### src/hw/rtl/phonetic_word_finder_macros.svh
// Assertion macros shared by the RTL of the phonetic word finder.
// Each macro expects clk_i and rst_ni in scope.
`ifndef PHONETIC_WORD_FINDER_MACROS_SVH
`define PHONETIC_WORD_FINDER_MACROS_SVH

// Same-cycle implication, checked only outside reset.
`define PWF_ASSERT_IMPL(label, ante, cons) \
  label: assert property (@(posedge clk_i) disable iff (!rst_ni) (ante) |-> (cons)) \
    else $error("phonetic_word_finder: same-cycle assertion failed");

// Next-cycle implication, checked only outside reset.
`define PWF_ASSERT_NEXT(label, ante, cons) \
  label: assert property (@(posedge clk_i) disable iff (!rst_ni) (ante) |=> (cons)) \
    else $error("phonetic_word_finder: next-cycle assertion failed");

`endif

### src/hw/rtl/pwf_pkg.sv
package pwf_pkg;

  localparam int unsigned MaxKeyword = 8;
  localparam int unsigned CharW      = 8;
  localparam int unsigned WordW      = MaxKeyword * CharW;
  localparam int unsigned KeyIdxW    = $clog2(MaxKeyword);
  localparam int unsigned CountW     = $clog2(MaxKeyword + 2);
  localparam int unsigned LengthW    = 4;
  localparam int unsigned CfgIdxW    = 2;
  localparam int unsigned CfgDataW   = 64;

  // Distance between an upper-case and a lower-case letter.
  localparam logic [CharW:0] CaseGap = (CharW + 1)'(32);

  typedef enum logic [CfgIdxW-1:0] {
    RegKeywordChars  = 2'd0,
    RegKeywordLength = 2'd1
  } cfg_reg_e;

  typedef enum logic [3:0] {
    SndNone,
    SndD,
    SndU,
    SndV,
    SndC,
    SndG,
    SndI,
    SndS,
    SndB
  } snd_class_e;

  typedef struct packed {
    logic               found;
    logic [WordW-1:0]   matched_word;
    logic [LengthW-1:0] matched_length;
  } result_t;

  function automatic logic is_letter(input logic [CharW-1:0] c);
    return ((c >= 8'h61) && (c <= 8'h7a)) || ((c >= 8'h41) && (c <= 8'h5a));
  endfunction

  function automatic snd_class_e sound_class(input logic [CharW-1:0] c);
    logic [CharW-1:0] lc;
    snd_class_e       cls;
    lc  = c | 8'h20;
    cls = SndNone;
    if (is_letter(c)) begin
      case (lc) inside
        8'h64, 8'h74:        cls = SndD;  // d t
        8'h75, 8'h6f:        cls = SndU;  // u o
        8'h76, 8'h77:        cls = SndV;  // v w
        8'h63, 8'h6b, 8'h71: cls = SndC;  // c k q
        8'h67, 8'h6a:        cls = SndG;  // g j
        8'h69, 8'h79:        cls = SndI;  // i y
        8'h73, 8'h7a:        cls = SndS;  // s z
        8'h62, 8'h66, 8'h70: cls = SndB;  // b f p
        default:             cls = SndNone;
      endcase
    end
    return cls;
  endfunction

  // True when a text letter counts as equal to the keyword byte.
  function automatic logic letter_ok(input logic [CharW-1:0] key, input logic [CharW-1:0] txt);
    snd_class_e     kc;
    logic [CharW:0] ky9;
    logic [CharW:0] tx9;
    logic           ok;
    kc  = sound_class(key);
    ky9 = {1'b0, key};
    tx9 = {1'b0, txt};
    if (kc != SndNone) begin
      ok = (sound_class(txt) == kc);
    end else if (key[CharW-1]) begin
      ok = 1'b0;
    end else begin
      ok = (tx9 == ky9) || (tx9 == ky9 + CaseGap) || (tx9 + CaseGap == ky9);
    end
    return ok;
  endfunction

endpackage

### src/hw/rtl/pwf_if.sv
// Text input channel.
interface pwf_in_if import pwf_pkg::*; ();
  logic             valid;
  logic             ready;
  logic [CharW-1:0] text_char;
  logic             end_of_text;

  modport source (output valid, output text_char, output end_of_text, input ready);
  modport sink   (input valid, input text_char, input end_of_text, output ready);
endinterface

// Result output channel.
interface pwf_out_if import pwf_pkg::*; ();
  logic               valid;
  logic               ready;
  logic               found;
  logic [WordW-1:0]   matched_word;
  logic [LengthW-1:0] matched_length;

  modport source (output valid, output found, output matched_word, output matched_length,
                  input ready);
  modport sink   (input valid, input found, input matched_word, input matched_length,
                  output ready);
endinterface

// Configuration write channel.
interface pwf_cfg_if import pwf_pkg::*; ();
  logic                valid;
  logic                ready;
  logic [CfgIdxW-1:0]  index;
  logic [CfgDataW-1:0] data;

  modport source (output valid, output index, output data, input ready);
  modport sink   (input valid, input index, input data, output ready);
endinterface

### src/hw/rtl/phonetic_word_finder.sv
// A result beat is registered from the text beat that ends the word or text.
// One text beat per cycle while text is not held off; the class compare is combinational.
// A two-entry output stage (result register plus skid register) keeps text flowing while a
// result waits; text is held off only when both entries are full.
// Reset (asynchronous, active low) clears the word state, the match flag and both output
// entries, and sets the keyword to zero and the keyword length to one.
`include "phonetic_word_finder_macros.svh"

module phonetic_word_finder import pwf_pkg::*; (
  input  logic  clk_i,
  input  logic  rst_ni,
  pwf_in_if.sink    text_i,
  pwf_out_if.source result_o,
  pwf_cfg_if.sink   cfg_i
);

  // Configuration registers. Writes are always taken, as ready is tied high.
  logic [WordW-1:0]   keyword_chars_q;
  logic [LengthW-1:0] keyword_length_q;

  assign cfg_i.ready = 1'b1;

  always_ff @(posedge clk_i or negedge rst_ni) begin
    if (!rst_ni) begin
      keyword_chars_q  <= '0;
      keyword_length_q <= LengthW'(1);
    end else if (cfg_i.valid) begin
      unique case (cfg_i.index)
        RegKeywordChars:  keyword_chars_q  <= cfg_i.data[WordW-1:0];
        RegKeywordLength: keyword_length_q <= cfg_i.data[LengthW-1:0];
        default: ;
      endcase
    end
  end

  // Word state. The letter store has no reset: only entries below the letter count are read,
  // and those have always been written by the current word.
  logic [CharW-1:0]  word_q [MaxKeyword];
  logic [CountW-1:0] count_q, count_d;
  logic              mismatch_q, mismatch_d;
  logic              done_q, done_d;

  logic              in_fire;
  logic              is_let;
  logic              word_we;
  logic [CharW-1:0]  key_byte;
  logic [CountW-1:0] cnt_after;
  logic              mis_after;
  logic              len_ok;
  logic              match;
  logic              res_valid;
  result_t           res;

  assign in_fire  = text_i.valid && text_i.ready;
  assign is_let   = is_letter(text_i.text_char);
  assign key_byte = keyword_chars_q[CharW*count_q[KeyIdxW-1:0] +: CharW];
  assign len_ok   = (keyword_length_q != '0) && (keyword_length_q <= LengthW'(MaxKeyword));

  always_comb begin
    word_we   = 1'b0;
    cnt_after = count_q;
    mis_after = mismatch_q;

    // Letter step: compare against the keyword byte at this position, or saturate the count
    // once the word has outgrown the largest keyword.
    if (is_let) begin
      if (count_q < CountW'(MaxKeyword)) begin
        word_we   = 1'b1;
        cnt_after = count_q + CountW'(1);
        if (!letter_ok(key_byte, text_i.text_char)) begin
          mis_after = 1'b1;
        end
      end else begin
        cnt_after = CountW'(MaxKeyword + 1);
        mis_after = 1'b1;
      end
    end

    match = len_ok && !mis_after && (cnt_after == CountW'(keyword_length_q));

    // Packed word: the letter of this beat has not reached the store yet, so it is
    // taken straight from the input.
    res.found          = match;
    res.matched_length = match ? keyword_length_q : '0;
    res.matched_word   = '0;
    for (int i = 0; i < MaxKeyword; i++) begin
      if (match && (CountW'(i) < CountW'(keyword_length_q))) begin
        if (is_let && (count_q == CountW'(i))) begin
          res.matched_word[CharW*i +: CharW] = text_i.text_char;
        end else begin
          res.matched_word[CharW*i +: CharW] = word_q[i];
        end
      end
    end

    count_d    = count_q;
    mismatch_d = mismatch_q;
    done_d     = done_q;
    res_valid  = 1'b0;

    if (in_fire) begin
      if (done_q) begin
        // After a match the text is skipped until its last beat, which returns to idle.
        word_we = 1'b0;
        if (text_i.end_of_text) begin
          done_d     = 1'b0;
          count_d    = '0;
          mismatch_d = 1'b0;
        end
      end else if (!is_let || text_i.end_of_text) begin
        // The word ends here. A match is reported; the end of the text always gives one
        // result, found or not.
        res_valid  = match || text_i.end_of_text;
        done_d     = match && !text_i.end_of_text;
        count_d    = '0;
        mismatch_d = 1'b0;
      end else begin
        count_d    = cnt_after;
        mismatch_d = mis_after;
      end
    end else begin
      word_we = 1'b0;
    end
  end

  always_ff @(posedge clk_i) begin
    if (word_we) begin
      word_q[count_q[KeyIdxW-1:0]] <= text_i.text_char;
    end
  end

  always_ff @(posedge clk_i or negedge rst_ni) begin
    if (!rst_ni) begin
      count_q    <= '0;
      mismatch_q <= 1'b0;
      done_q     <= 1'b0;
    end else begin
      count_q    <= count_d;
      mismatch_q <= mismatch_d;
      done_q     <= done_d;
    end
  end

  // Output stage: the result register feeds the port, and the skid register catches a
  // result that arrives while the port is stalled. Text is held off only while the skid
  // register is occupied, so results never overtake one another.
  result_t out_q, out_d;
  result_t skid_q, skid_d;
  logic    out_valid_q, out_valid_d;
  logic    skid_valid_q, skid_valid_d;
  logic    pop;

  assign pop = out_valid_q && result_o.ready;

  always_comb begin
    out_d        = out_q;
    skid_d       = skid_q;
    out_valid_d  = out_valid_q;
    skid_valid_d = skid_valid_q;
    if (skid_valid_q) begin
      if (pop) begin
        out_d        = skid_q;
        skid_valid_d = 1'b0;
      end
    end else if (res_valid) begin
      if (!out_valid_q || pop) begin
        out_d       = res;
        out_valid_d = 1'b1;
      end else begin
        skid_d       = res;
        skid_valid_d = 1'b1;
      end
    end else if (pop) begin
      out_valid_d = 1'b0;
    end
  end

  always_ff @(posedge clk_i or negedge rst_ni) begin
    if (!rst_ni) begin
      out_valid_q  <= 1'b0;
      skid_valid_q <= 1'b0;
    end else begin
      out_valid_q  <= out_valid_d;
      skid_valid_q <= skid_valid_d;
    end
  end

  always_ff @(posedge clk_i) begin
    out_q  <= out_d;
    skid_q <= skid_d;
  end

  assign text_i.ready            = !skid_valid_q;
  assign result_o.valid          = out_valid_q;
  assign result_o.found          = out_q.found;
  assign result_o.matched_word   = out_q.matched_word;
  assign result_o.matched_length = out_q.matched_length;

  // The skid entry is only ever filled behind a waiting result.
  `PWF_ASSERT_IMPL(skid_behind_out, skid_valid_q, out_valid_q)
  // The letter count never passes its saturation value.
  `PWF_ASSERT_IMPL(count_in_range, 1'b1, count_q <= CountW'(MaxKeyword + 1))
  // While a match is already reported, text beats produce no further result.
  `PWF_ASSERT_IMPL(quiet_after_match, in_fire && done_q, !res_valid)
  // A stalled skid entry is handed on to the port once the port drains.
  `PWF_ASSERT_NEXT(skid_drains, skid_valid_q && result_o.ready, !skid_valid_q && out_valid_q)

endmodule

### src/flat_wrapper.sv
// flat-port wrapper written by rule: the top's interface ports become plain ports
module phonetic_word_finder_flat import pwf_pkg::*;
  (clk_i, rst_ni, text_i_valid, text_i_text_char, text_i_end_of_text, text_i_ready, result_o_valid, result_o_found, result_o_matched_word, result_o_matched_length, result_o_ready, cfg_i_valid, cfg_i_index, cfg_i_data, cfg_i_ready);
  pwf_in_if text_i_i ();
  pwf_out_if result_o_i ();
  pwf_cfg_if cfg_i_i ();
  input  logic clk_i;
  input  logic rst_ni;
  input wire logic [$bits(text_i_i.valid)-1:0] text_i_valid;
  input wire logic [$bits(text_i_i.text_char)-1:0] text_i_text_char;
  input wire logic [$bits(text_i_i.end_of_text)-1:0] text_i_end_of_text;
  output wire logic [$bits(text_i_i.ready)-1:0] text_i_ready;
  output wire logic [$bits(result_o_i.valid)-1:0] result_o_valid;
  output wire logic [$bits(result_o_i.found)-1:0] result_o_found;
  output wire logic [$bits(result_o_i.matched_word)-1:0] result_o_matched_word;
  output wire logic [$bits(result_o_i.matched_length)-1:0] result_o_matched_length;
  input wire logic [$bits(result_o_i.ready)-1:0] result_o_ready;
  input wire logic [$bits(cfg_i_i.valid)-1:0] cfg_i_valid;
  input wire logic [$bits(cfg_i_i.index)-1:0] cfg_i_index;
  input wire logic [$bits(cfg_i_i.data)-1:0] cfg_i_data;
  output wire logic [$bits(cfg_i_i.ready)-1:0] cfg_i_ready;
  assign text_i_i.valid = text_i_valid;
  assign text_i_i.text_char = text_i_text_char;
  assign text_i_i.end_of_text = text_i_end_of_text;
  assign text_i_ready = text_i_i.ready;
  assign result_o_valid = result_o_i.valid;
  assign result_o_found = result_o_i.found;
  assign result_o_matched_word = result_o_i.matched_word;
  assign result_o_matched_length = result_o_i.matched_length;
  assign result_o_i.ready = result_o_ready;
  assign cfg_i_i.valid = cfg_i_valid;
  assign cfg_i_i.index = cfg_i_index;
  assign cfg_i_i.data = cfg_i_data;
  assign cfg_i_ready = cfg_i_i.ready;
  phonetic_word_finder u_core (.clk_i(clk_i), .rst_ni(rst_ni), .text_i(text_i_i), .result_o(result_o_i), .cfg_i(cfg_i_i));
endmodule
### config.mk
export PLATFORM = sky130hd
export DESIGN_NAME = phonetic_word_finder_flat
export DESIGN_NICKNAME = d
export VERILOG_FILES = /design/src/hw/rtl/pwf_pkg.sv /design/src/hw/rtl/pwf_if.sv /design/src/hw/rtl/phonetic_word_finder.sv /design/src/flat_wrapper.sv
export VERILOG_INCLUDE_DIRS = /design/src /design/src/hw/rtl
export SDC_FILE = /design/constraint.sdc
export NUM_CORES = 1
export LEC_CHECK = 0
export BUFFER_PORTS_ARGS = -buffer_cell sky130_fd_sc_hd__buf_2
export CORE_MARGIN = 1
export CORE_UTILIZATION = 50
export CTS_CLUSTER_SIZE = 30
export DETAILED_ROUTE_END_ITERATION = 16
export GPL_TIMING_DRIVEN = 0
export PLACE_DENSITY = 0.7
export SLEW_MARGIN = 20
export SYNTH_ARGS = -nofsm -noshare
export SYNTH_HDL_FRONTEND = slang
export SYNTH_SLANG_ARGS = --single-unit
### constraint.sdc
create_clock -name clk_i -period 8.7 [get_ports clk_i]
set_clock_uncertainty 0.15 [all_clocks]
set_input_delay 0.435 -clock clk_i [delete_from_list [all_inputs] [get_ports clk_i]]
set_output_delay 0.435 -clock clk_i [all_outputs]
set_load 0.005 [all_outputs]
# [Word level (Yosys, flattened, before mapping)]
# Memories as Yosys holds them, arrays and structs flattened.
# Index checks and enable logic that the tools add are counted.
[op_classes] add_sub_neg=3 magnitude_cmp=18 eq_ne=52 shifts=1 mux=77 n_bitwise=2 n_reduce_logical=67
[op_table] op="2-to-1 mux 69 bit" count=4
[op_table] op="equality test 7 x 6 -> 1 bit (second input constant)" count=36
[op_table] op="2-to-1 mux 8 bit" count=16
[op_table] op="2-to-1 mux 4 bit" count=28
[op_table] op="indexed part select 64 x 7 -> 8 bit" count=1
[op_table] op=">= comparator 8 x 7 -> 1 bit (second input constant)" count=4
[op_table] op="less-or-equal comparator 8 x 7 -> 1 bit (second input constant)" count=4
[op_table] op="2-to-1 mux 1 bit" count=29
[op_table] op="logical AND 1 bit" count=26
[op_table] op="OR reduction 2 bit" count=12
[op_table] op="adder 8 x 6 -> 9 bit (second input constant)" count=2
[op_table] op="equality test 4 x 3 -> 1 bit (second input constant)" count=4
[op_table] op="less-than comparator 3 x 4 -> 1 bit (first input constant)" count=4
[op_table] op="OR reduction 3 bit" count=4
[op_table] op="equality test 8 x 9 -> 1 bit" count=1
[op_table] op="equality test 9 x 8 -> 1 bit" count=1
[op_table] op="AND reduction 3 bit" count=3
[op_table] op="equality test 4 x 2 -> 1 bit (second input constant)" count=2
[op_table] op="equality test 4 bit" count=2
[op_table] op="equality test 8 bit" count=1
[op_table] op="less-than comparator 1 x 4 -> 1 bit (first input constant)" count=2
[op_table] op="less-than comparator 2 x 4 -> 1 bit (first input constant)" count=2
[op_table] op="nonzero test 4 bit" count=2
[op_table] op="logical OR 1 bit" count=7
[op_table] op="12 further kinds" count=23
[totals] regBits=214 ram_bits=64 in_bits=80 mem_count=1
[memory_table] memory="u_core.word_q" depth=8 word_bits=8 read_ports=8 rd_clocked_by_memory_dff=0 wr=1 line_no="phonetic_word_finder.sv:38" rtl="logic [CharW-1:0] word_q [MaxKeyword];"

# [Logic depth before layout (Yosys ltp)]
# Gate-level depths: netlist (run 1).
[depth] word_depth=34 mapped_depth=20 depth_no_buf=14

# [Worst setup path before layout (run 1)]
# No wires, ideal clock.
[synth_timing] path_kind="input to register" from="input text_i_text_char[5]" to="register u_core.skid_q[0] (netlist name), enable pin" t_arrival_ps=7450 required_ps=7968 slack_ps=518 path_stages=13 path_buffers=1 cell_sequence="buf_2 -> inv_1 -> ha_1 -> o21bai_1 -> a21oi_1 -> o21a_1 -> a31oi_1 -> or4_1 -> a211o_1 -> a2111o_1 -> nor2_1 -> o21ai_0 -> nor3_1"
[synth_via] elab_chain_len=18
[synth_rtl] item="from (decl)" line_no="flat_wrapper.sv:10" rtl="input wire logic [$bits(text_i_i.text_char)-1:0] text_i_text_char;"
[synth_rtl] item="adder 8 x 6 -> 9 bit, or another cell as far along" line_no="pwf_pkg.sv:77" rtl="ok = (tx9 == ky9) || (tx9 == ky9 + CaseGap) || (tx9 + CaseGap == ky9);"
[synth_rtl] item="equality test 9 x 8 -> 1 bit / logical OR 1 bit (equally long branches)" line_no="pwf_pkg.sv:77"
[synth_rtl] item="logical OR 1 bit" line_no="pwf_pkg.sv:77"
[synth_rtl] item="2-to-1 mux 1 bit" line_no="pwf_pkg.sv:74" rtl="end else if (key[CharW-1]) begin"
[synth_rtl] item="2-to-1 mux 1 bit" line_no="pwf_pkg.sv:72" rtl="if (kc != SndNone) begin"
[synth_rtl] item="2-to-1 mux 1 bit" line_no="phonetic_word_finder.sv:67" rtl="if (count_q < CountW'(MaxKeyword)) begin"
[synth_rtl] item="2-to-1 mux 1 bit" line_no="phonetic_word_finder.sv:66" rtl="if (is_let) begin"
[synth_rtl] item="2-to-1 mux 1 bit" line_no="phonetic_word_finder.sv:70" rtl="if (!letter_ok(key_byte, text_i.text_char)) begin"
[synth_rtl] item="2-to-1 mux 1 bit" line_no="phonetic_word_finder.sv:67"
[synth_rtl] item="2-to-1 mux 1 bit" line_no="phonetic_word_finder.sv:66"
[synth_rtl] item="zero test 1 bit" line_no="phonetic_word_finder.sv:79" rtl="match = len_ok && !mis_after && (cnt_after == CountW'(keyword_length_q));"
[synth_rtl] item="logical AND 1 bit (2 in series)" line_no="phonetic_word_finder.sv:79"
[synth_rtl] item="logical OR 1 bit" line_no="phonetic_word_finder.sv:113" rtl="res_valid = match || text_i.end_of_text;"
[synth_rtl] item="2-to-1 mux 1 bit *" line_no="phonetic_word_finder.sv:110" rtl="end else if (!is_let || text_i.end_of_text) begin"
[synth_rtl] item="2-to-1 mux 1 bit *" line_no="phonetic_word_finder.sv:102" rtl="if (done_q) begin"
[synth_rtl] item="2-to-1 mux 1 bit *" line_no="phonetic_word_finder.sv:101" rtl="if (in_fire) begin"
[synth_rtl] item="AND reduction 3 bit (no source line) *"
[synth_rtl] item="to (signal assigned)" line_no="phonetic_word_finder.sv:190" rtl="skid_q <= skid_d;"
[synth_rtl] item="to (decl)" line_no="phonetic_word_finder.sv:148" rtl="result_t skid_q, skid_d;"
# Every way passes the cells marked *; elsewhere a longest branch is shown, timed or not. The select of a mux whose other input is x is not followed.
# A chain may end at the register's enable or synchronous reset.

# [Worst setup path in the final report (run 1)]
[layout_timing] from="input text_i_text_char[5]" to="register u_core.skid_q[52] (netlist name), enable pin"
# The elaborated chain is that of the path after synthesis.

==> run metrics, run 1 <==
status=completed; max_cap viols=0; RSZ-0062 raised after global routing=false; starting density of the core=51.2%; fin crit share=63.1%; cell taking the most area after synthesis=edfxtp_1; clk sink count=278; I/O pin count=152; placed inst area=14,300 sq um; Yosys warnings=0; crit path kind=input pin to flip-flop; Hold Crit Class=input pin to flip-flop; GRT Max-Usage Layer=met2; Port-buffer cells=150; CTS root buffer=clkbuf_16; CTS buffer count=29; Slew Viols, Final=0; via count=9,331; Startpoint Class=input pin; syn avg cell area=12.8 sq um; initial antenna violation count=1; static leakage=6.09 nW; met3 Usage GRT=3.71%; minimum clock period=5490 ps; Power, Total=0.00386 W; M2 GR Usage=42.6%; H-tree depth=1; Vias per Instance=5.75; Final GP Congestion=0.906; sequential area share after synthesis=61.4%; post-synthesis cell type count=74; Skew-Pair Late Insertion Delay=560 ps; CP max stage cell=nor3_2; clk slew on worst S/H paths=60 ps; most numerous cell in the Yosys netlist=edfxtp_1; Worst setup startpoint=text_i_text_char[5]; final hold violation count=0; CTS max path bufs=3; HP Start=cfg_i_data[3]; Synth top area share=46.7%; Die Area=26,600 sq um; power density cells=242 nW/um^2; Syn Nets=1,100; 1st-iter DRT viols=792; synthesis-to-layout area growth=23.0%; crit-path max cell delay=730 ps; drt first pass iters=5; first-pass GRT wire length=49.9 mm; Worst setup EP type=flip-flop; FF-to-FF Start=u_core.count_q[0]; fin area=16,000 sq um; Vert. Die Dim=163 um; die width=163 um; final-stage net count=1,356; crit-path max FO=11; Finish-stage setup viols=0; Commonest cells post-synth=edfxtp_1, nand2_1, dfrtp_1; met1 Usage GRT=33.1%; grt ovf=0; flops & latches, synth=278; Slew headroom=30.6%; HPWL Detailed=22.3 mm; Total GRT Usage=24.9%; mapped cell area=13,000 sq um; Core Area=25,300 sq um; number of global-route vias before repair=8,869; CTS tree=done; Post-DRT Antenna Nets=0; FFs w/ async S/R, synth=27.3%; number of flops mapped to enable cells by yosys=202; worst ir drop on vdd=0.147 mV; FP Rows=58; required time worst endpoint=8810 ps; Avg WL per Cell=20.3 um; DRC Markers=0; largest net degree at the start of global routing=41; Worst-Margin Slew=1040 ps; top_reg_cell synth=edfxtp_1; Synth Instances=1,013; crit path cell chain=buf_2, buf_2, inv_1, ha_1, o21bai_1, a21oi_1, o21ai_0, nor2_1, o21ai_0, nand3_1, a2111o_1, nor2_1, o21ai_0, nor3_2, buf_4, buf_4, buf_4; FMAX=182 MHz; DRT Wirelength=32.9 mm; Worst EP arrival=5600 ps; share of layout cells above drive strength 1=27.3%; Area contributors post-synth=edfxtp_1, dfrtp_1, mux2_2, mux2i_1, o31ai_1
-- registers in the layout, indices dropped and copies added, names as in the netlist, 4 cells and up --
signal / count
u_core.count_q: 4
u_core.keyword_chars_q: 64
u_core.keyword_length_q: 4
u_core.result_o.matched_length: 4
u_core.result_o.matched_word: 64
u_core.skid_q: 69
u_core.word_q: 64
-- per-stage QoR --
step | instances | setup WS, ps | TNS, ps | util [%] | hold WS (ps)
final | 1623 | 3210 | 0 | 63.0 | 35.2
after global routing | 1622 | 2930 | 0 | 63.0 | 18.8
after CTS | 1622 | 3340 | 0 | 63.0 | 14.6
after detailed placement | 1503 | 2790 | 0 | 56.5 | 311
after global placement | 1493 | -2820 | -243460 | 55.8 | 334
after floorplan | 1013 | 518 | 0 | - | -10.6
-- cell families (layout without fill, tap and decap cells) --
logic type | Yosys count | count (layout) | synth area share, %
adders and majority gates | 10 | 10 | 0.906
muxes | 126 | 126 | 11.5
AOI/OAI and AO/OA | 194 | 194 | 10.6
buffers and inverters | 93 | 372 | 3.33
DFF | 278 | 278 | 61.4
other | 1 | 2 | 0.0289
xor gates and xnor gates | 14 | 14 | 0.945
and+or+nand+nor | 297 | 297 | 11.2
-- placed cells by master (no fill, tap or decap), types with 13 or more instances in the layout --
| cell type | count |
|---|---|
| o31ai_1 | 53 |
| mux2i_1 | 41 |
| clkbuf_16 | 29 |
| dlygate4sd3_1 | 65 |
| o21ai_0 | 30 |
| nor3_2 | 14 |
| nand2b_1 | 13 |
| inv_1 | 21 |
| edfxtp_1 | 202 |
| nor3_1 | 44 |
| nor2_1 | 67 |
| dfrtp_1 | 75 |
| nand3_1 | 18 |
| a21oi_1 | 42 |
| clkbuf_1 | 49 |
| buf_2 | 167 |
| mux2_2 | 73 |
| nand2_1 | 96 |
-- critical path: cells and delay by family --
kind	cells	cell delay, ps
AOI/OAI and AO/OA	6	2010
buffers and inverters	6	1650
adders and majority gates	1	290
and+or+nand+nor	4	1190
-- final cells by class --
type,count,area (sq um)
well taps,330,413
inverters,22,82.6
clock inverters,7,129
plain buffers,71,349
fillers,1897,9370
clock buffers,47,873
diodes,1,2.50
repair buffers,225,1540
flip-flops and latches,278,7970
multi-input cells,642,4610
-- per-layer routing --
| layer | vias to the layer above | part of all wire (%) |
|---|---|---|
| met4 | 0 | 2.4 |
| met1 | 4519 | 40 |
| met3 | 55 | 7.8 |
| met2 | 445 | 49 |
| li1 | 4312 | - |
| met5 | - | 0 |
-- worst paths after layout --
kind                            cells after the start                         end  slack [ps]
worst min register to register                      1  u_core.keyword_chars_q[41]         350
worst max register to register                     13           u_core.skid_q[52]        3850
worst max-delay path                               17           u_core.skid_q[52]        3210
worst min-delay path                                2  u_core.keyword_length_q[3]          40
min in group asynchronous                           2  u_core.keyword_chars_q[14]         280
max in group asynchronous                           3   u_core.keyword_chars_q[9]        7530
-- power breakdown --
part / internal [W] / switching [W]
registers: 0.00166 / 0.0000663
logic: 0.000340 / 0.000512
clock network: 0.000776 / 0.000504
total: 0.00277 / 0.00108
-- what timing repair did --
item,in CTS,in global routing
gates resized for setup,0,0
endpoints found under the hold margin,104,0
hold buffers,65,0
setup buffers,0,0
Power figures use the tool's default switching activity.
==> run 2: changes to the inputs <==
Settings changed: ABC_AREA set to 1.
Clock period 8.7 ns to 5.4 ns, I/O delays scaled along.
==> run 2 against run 1 <==
Clock-buffer cell count fell by 10. Via count rose by 6.5%. Critical path depth rose by 5. Clock power rose by 39%. Register-to-register slack got worse by 3100 ps. Non-clock buffer count fell by 14. Critical path type unchanged. Highest routed layer unchanged.
==> run metrics, run 2 <==
status=completed; Top reg by flops=u_core.skid_q; CTS root buffer=clkbuf_16; FMAX=198 MHz; via count=9,938; CTS max path bufs=3; Slew Viols, Final=0; CTS buffer count=28; Port-buffer cells=150; Int Pwr=0.00415 W; most common cell after layout, fill and taps aside=nand2_1; Metal-1 WL=13.2 mm; met2 WL=16.2 mm; Skew-Pair Late Insertion Delay=550 ps; Synth Instances=1,343; Final GP Congestion=0.877; Gate power share=22.6%; Ant. Diodes=0; Total GRT Usage=24.2%; crit-path max FO=26; clk sink count=278; number of flops mapped to enable cells by yosys=202; first-pass GRT wire length=49.7 mm; post-synthesis mux area share=2.75%; DRC Markers=0; final-stage net count=1,690; largest net degree at the start of global routing=57; fin area=16,000 sq um; Yosys warnings=0; Startpoint Class=input pin; number of global-route vias before repair=9,685; I/O pin count=152; post-synthesis cell type count=44; Final TNS setup=0 ps; Avg WL per Cell=16.5 um; 1st-iter DRT viols=992; flops & latches, synth=278; mapped cell area=13,100 sq um; commonest cells after routing, fill and taps aside=nand2_1, edfxtp_1, buf_2, inv_1, nor2_1; synthesis-to-layout area growth=22.2%; FFs w/ async S/R, synth=27.3%; sequential power share=47.2%; # fillers=2,051; setup bufs post-CTS=0; starting density of the core=51.5%; Vert. Die Dim=164 um; clk slew on worst S/H paths=60 ps; largest family of logic cells by synthesized area=simple AND/OR/NAND/NOR gates; HPWL Detailed=21.5 mm; FP Rows=58; Post-Synth Simple-Gate Area=23.1%; fin crit share=93.7%; initial antenna violation count=0; max reg flops=69; Worst EP arrival=5160 ps; syn avg cell area=9.76 sq um; H-tree depth=1; sequential area share after synthesis=60.8%; minimum clock period=5060 ps; worst ir drop on vdd=0.252 mV; cells resized by post-CTS repair=0; RSZ-0062 raised after global routing=false; Finish-stage setup viols=0; Fin Hold WS=13.6 ps; sw power=0.00173 W; switching portion of total power=29.4%; cell taking the most area after synthesis=edfxtp_1; Worst-Margin Slew=1120 ps; Highest Signal Layer=met4; post-synthesis xor/xnor area fraction=0.935%; crit path kind=input pin to flip-flop; Synth top area share=46.3%; Hold Crit Class=input pin to flip-flop; Post-DRT Antenna Nets=0; Area contributors post-synth=edfxtp_1, dfrtp_1, nand2_1, inv_1, nor2_1; placed inst area=14,400 sq um; Power, Total=0.00588 W; Post-Synth Adder-Cell Area=0.668%; Compound-Gate Fraction of Synth Area=5.07%; Core Area=25,500 sq um; clock share of power=30.2%; Die Area=26,900 sq um; WL met3=2.06 mm; Worst setup EP type=flip-flop; Vias per Instance=5.09; most numerous cell in the Yosys netlist=nand2_1; top_reg_cell synth=edfxtp_1; pre-CTS setup slack=206 ps; final hold violation count=0; max_cap viols=0; static leakage=7.18 nW; grt ovf=0; drt first pass iters=5; Slew headroom=25.0%; share of layout cells above drive strength 1=18.8%; die width=164 um; CTS tree=done; power density cells=367 nW/um^2; Syn Nets=1,430; required time worst endpoint=5500 ps; DRT Wirelength=32.2 mm; final worst slack=338 ps; Commonest cells post-synth=nand2_1, edfxtp_1, inv_1
[run 2: changes by cell type after synthesis, moves of 13 or more]
cell and delta:
buf_2 -15, inv_1 +118, mux2_2 -41, mux2i_1 -41, nand2_1 +261, nand2b_1 -13, nand3_1 +77, nor2_1 +71
nor2_4 +16, nor3_1 -22, o21ai_0 +37, o31ai_1 -52
[run 2: through the flow]
| step | instances | utilization, % |
|---|---|---|
| floorplan | 1343 | - |
| CTS | 1952 | 62.8 |
| global route | 1953 | 62.9 |
| detailed placement | 1829 | 56.7 |
| global placement | 1823 | 56.1 |
| finish | 1953 | 62.9 |
[run 2: path summary, 6_finish.rpt]
path	startpoint	endpoint	slack, ps	cells after the start
max reg2reg	u_core.count_q[0]	u_core.result_o.matched_word[29]	750	28
min reg2reg	u_core.keyword_chars_q[2]	u_core.keyword_chars_q[2]	340	2
min	cfg_i_index[1]	u_core.keyword_length_q[0]	10	3
min in group asynchronous	rst_ni	u_core.keyword_chars_q[31]	20	2
max	text_i_text_char[5]	u_core.result_o.matched_word[29]	340	22
max in group asynchronous	rst_ni	u_core.keyword_length_q[0]	4440	3
[run 2: layout make-up]
| type | instances | area (sq um) | area share [%] |
|---|---|---|---|
| flip-flops and latches | 278 | 7970 | 49.7 |
| multi-input cells | 860 | 4330 | 27.0 |
| repair buffers | 229 | 1610 | 10.1 |
| clock buffers | 37 | 734 | 4.58 |
| inverters | 153 | 577 | 3.60 |
| well taps | 330 | 413 | 2.58 |
| plain buffers | 53 | 300 | 1.87 |
| clock inverters | 13 | 88.8 | 0.555 |
[run 2: logic make-up (layout without fill, tap and decap cells)]
logic type      count (synthesis)  in the layout
mux                            32             32
simple gates                  678            678
other cells                     1              1
compound gates                127            128
flops                         278            278
xor+xnor                       14             14
fa+ha+maj                       7              7
buf+inv                       206            485
[run 2: what timing repair did]
action,4_1_cts,5_1_grt
endpoints found under the setup margin,0,26
hold endpoints to repair,177,0
hold buffers,73,0
[run 2: power groups by stage]
stage,clock [W],combinational [W],sequential [W]
detailed placement,0,0.00128,0.00282
global route,0.00189,0.00148,0.00280
CTS,0.00180,0.00132,0.00278
global placement,0,0.00118,0.00283
floorplan,0,0.000727,0.00284
finish,0.00178,0.00133,0.00277
[run 2: per-layer routing]
metal	GRT usage, %	up-vias
met4	6.82	0
met2	43.4	327
met5	0	-
li1	-	4938
met3	3.43	56
met1	30.4	4617
[run 2: critical path: stages]
cell,delay (ps)
dlygate4sd3_1,520
buf_2,320
clkinv_1,510
ha_1,400
nor3_1,160
o21ai_0,100
nand3_1,90
o21a_1,150
buf_2,240
nor2_2,80
nand2_1,80
o21ai_1,100
xor2_1,150
nand3b_1,160
nor2_1,260
nand3_4,140
buf_8,190
nand2_1,60
nand2_1,210
a21oi_4,490
buf_16,240
buf_16,200
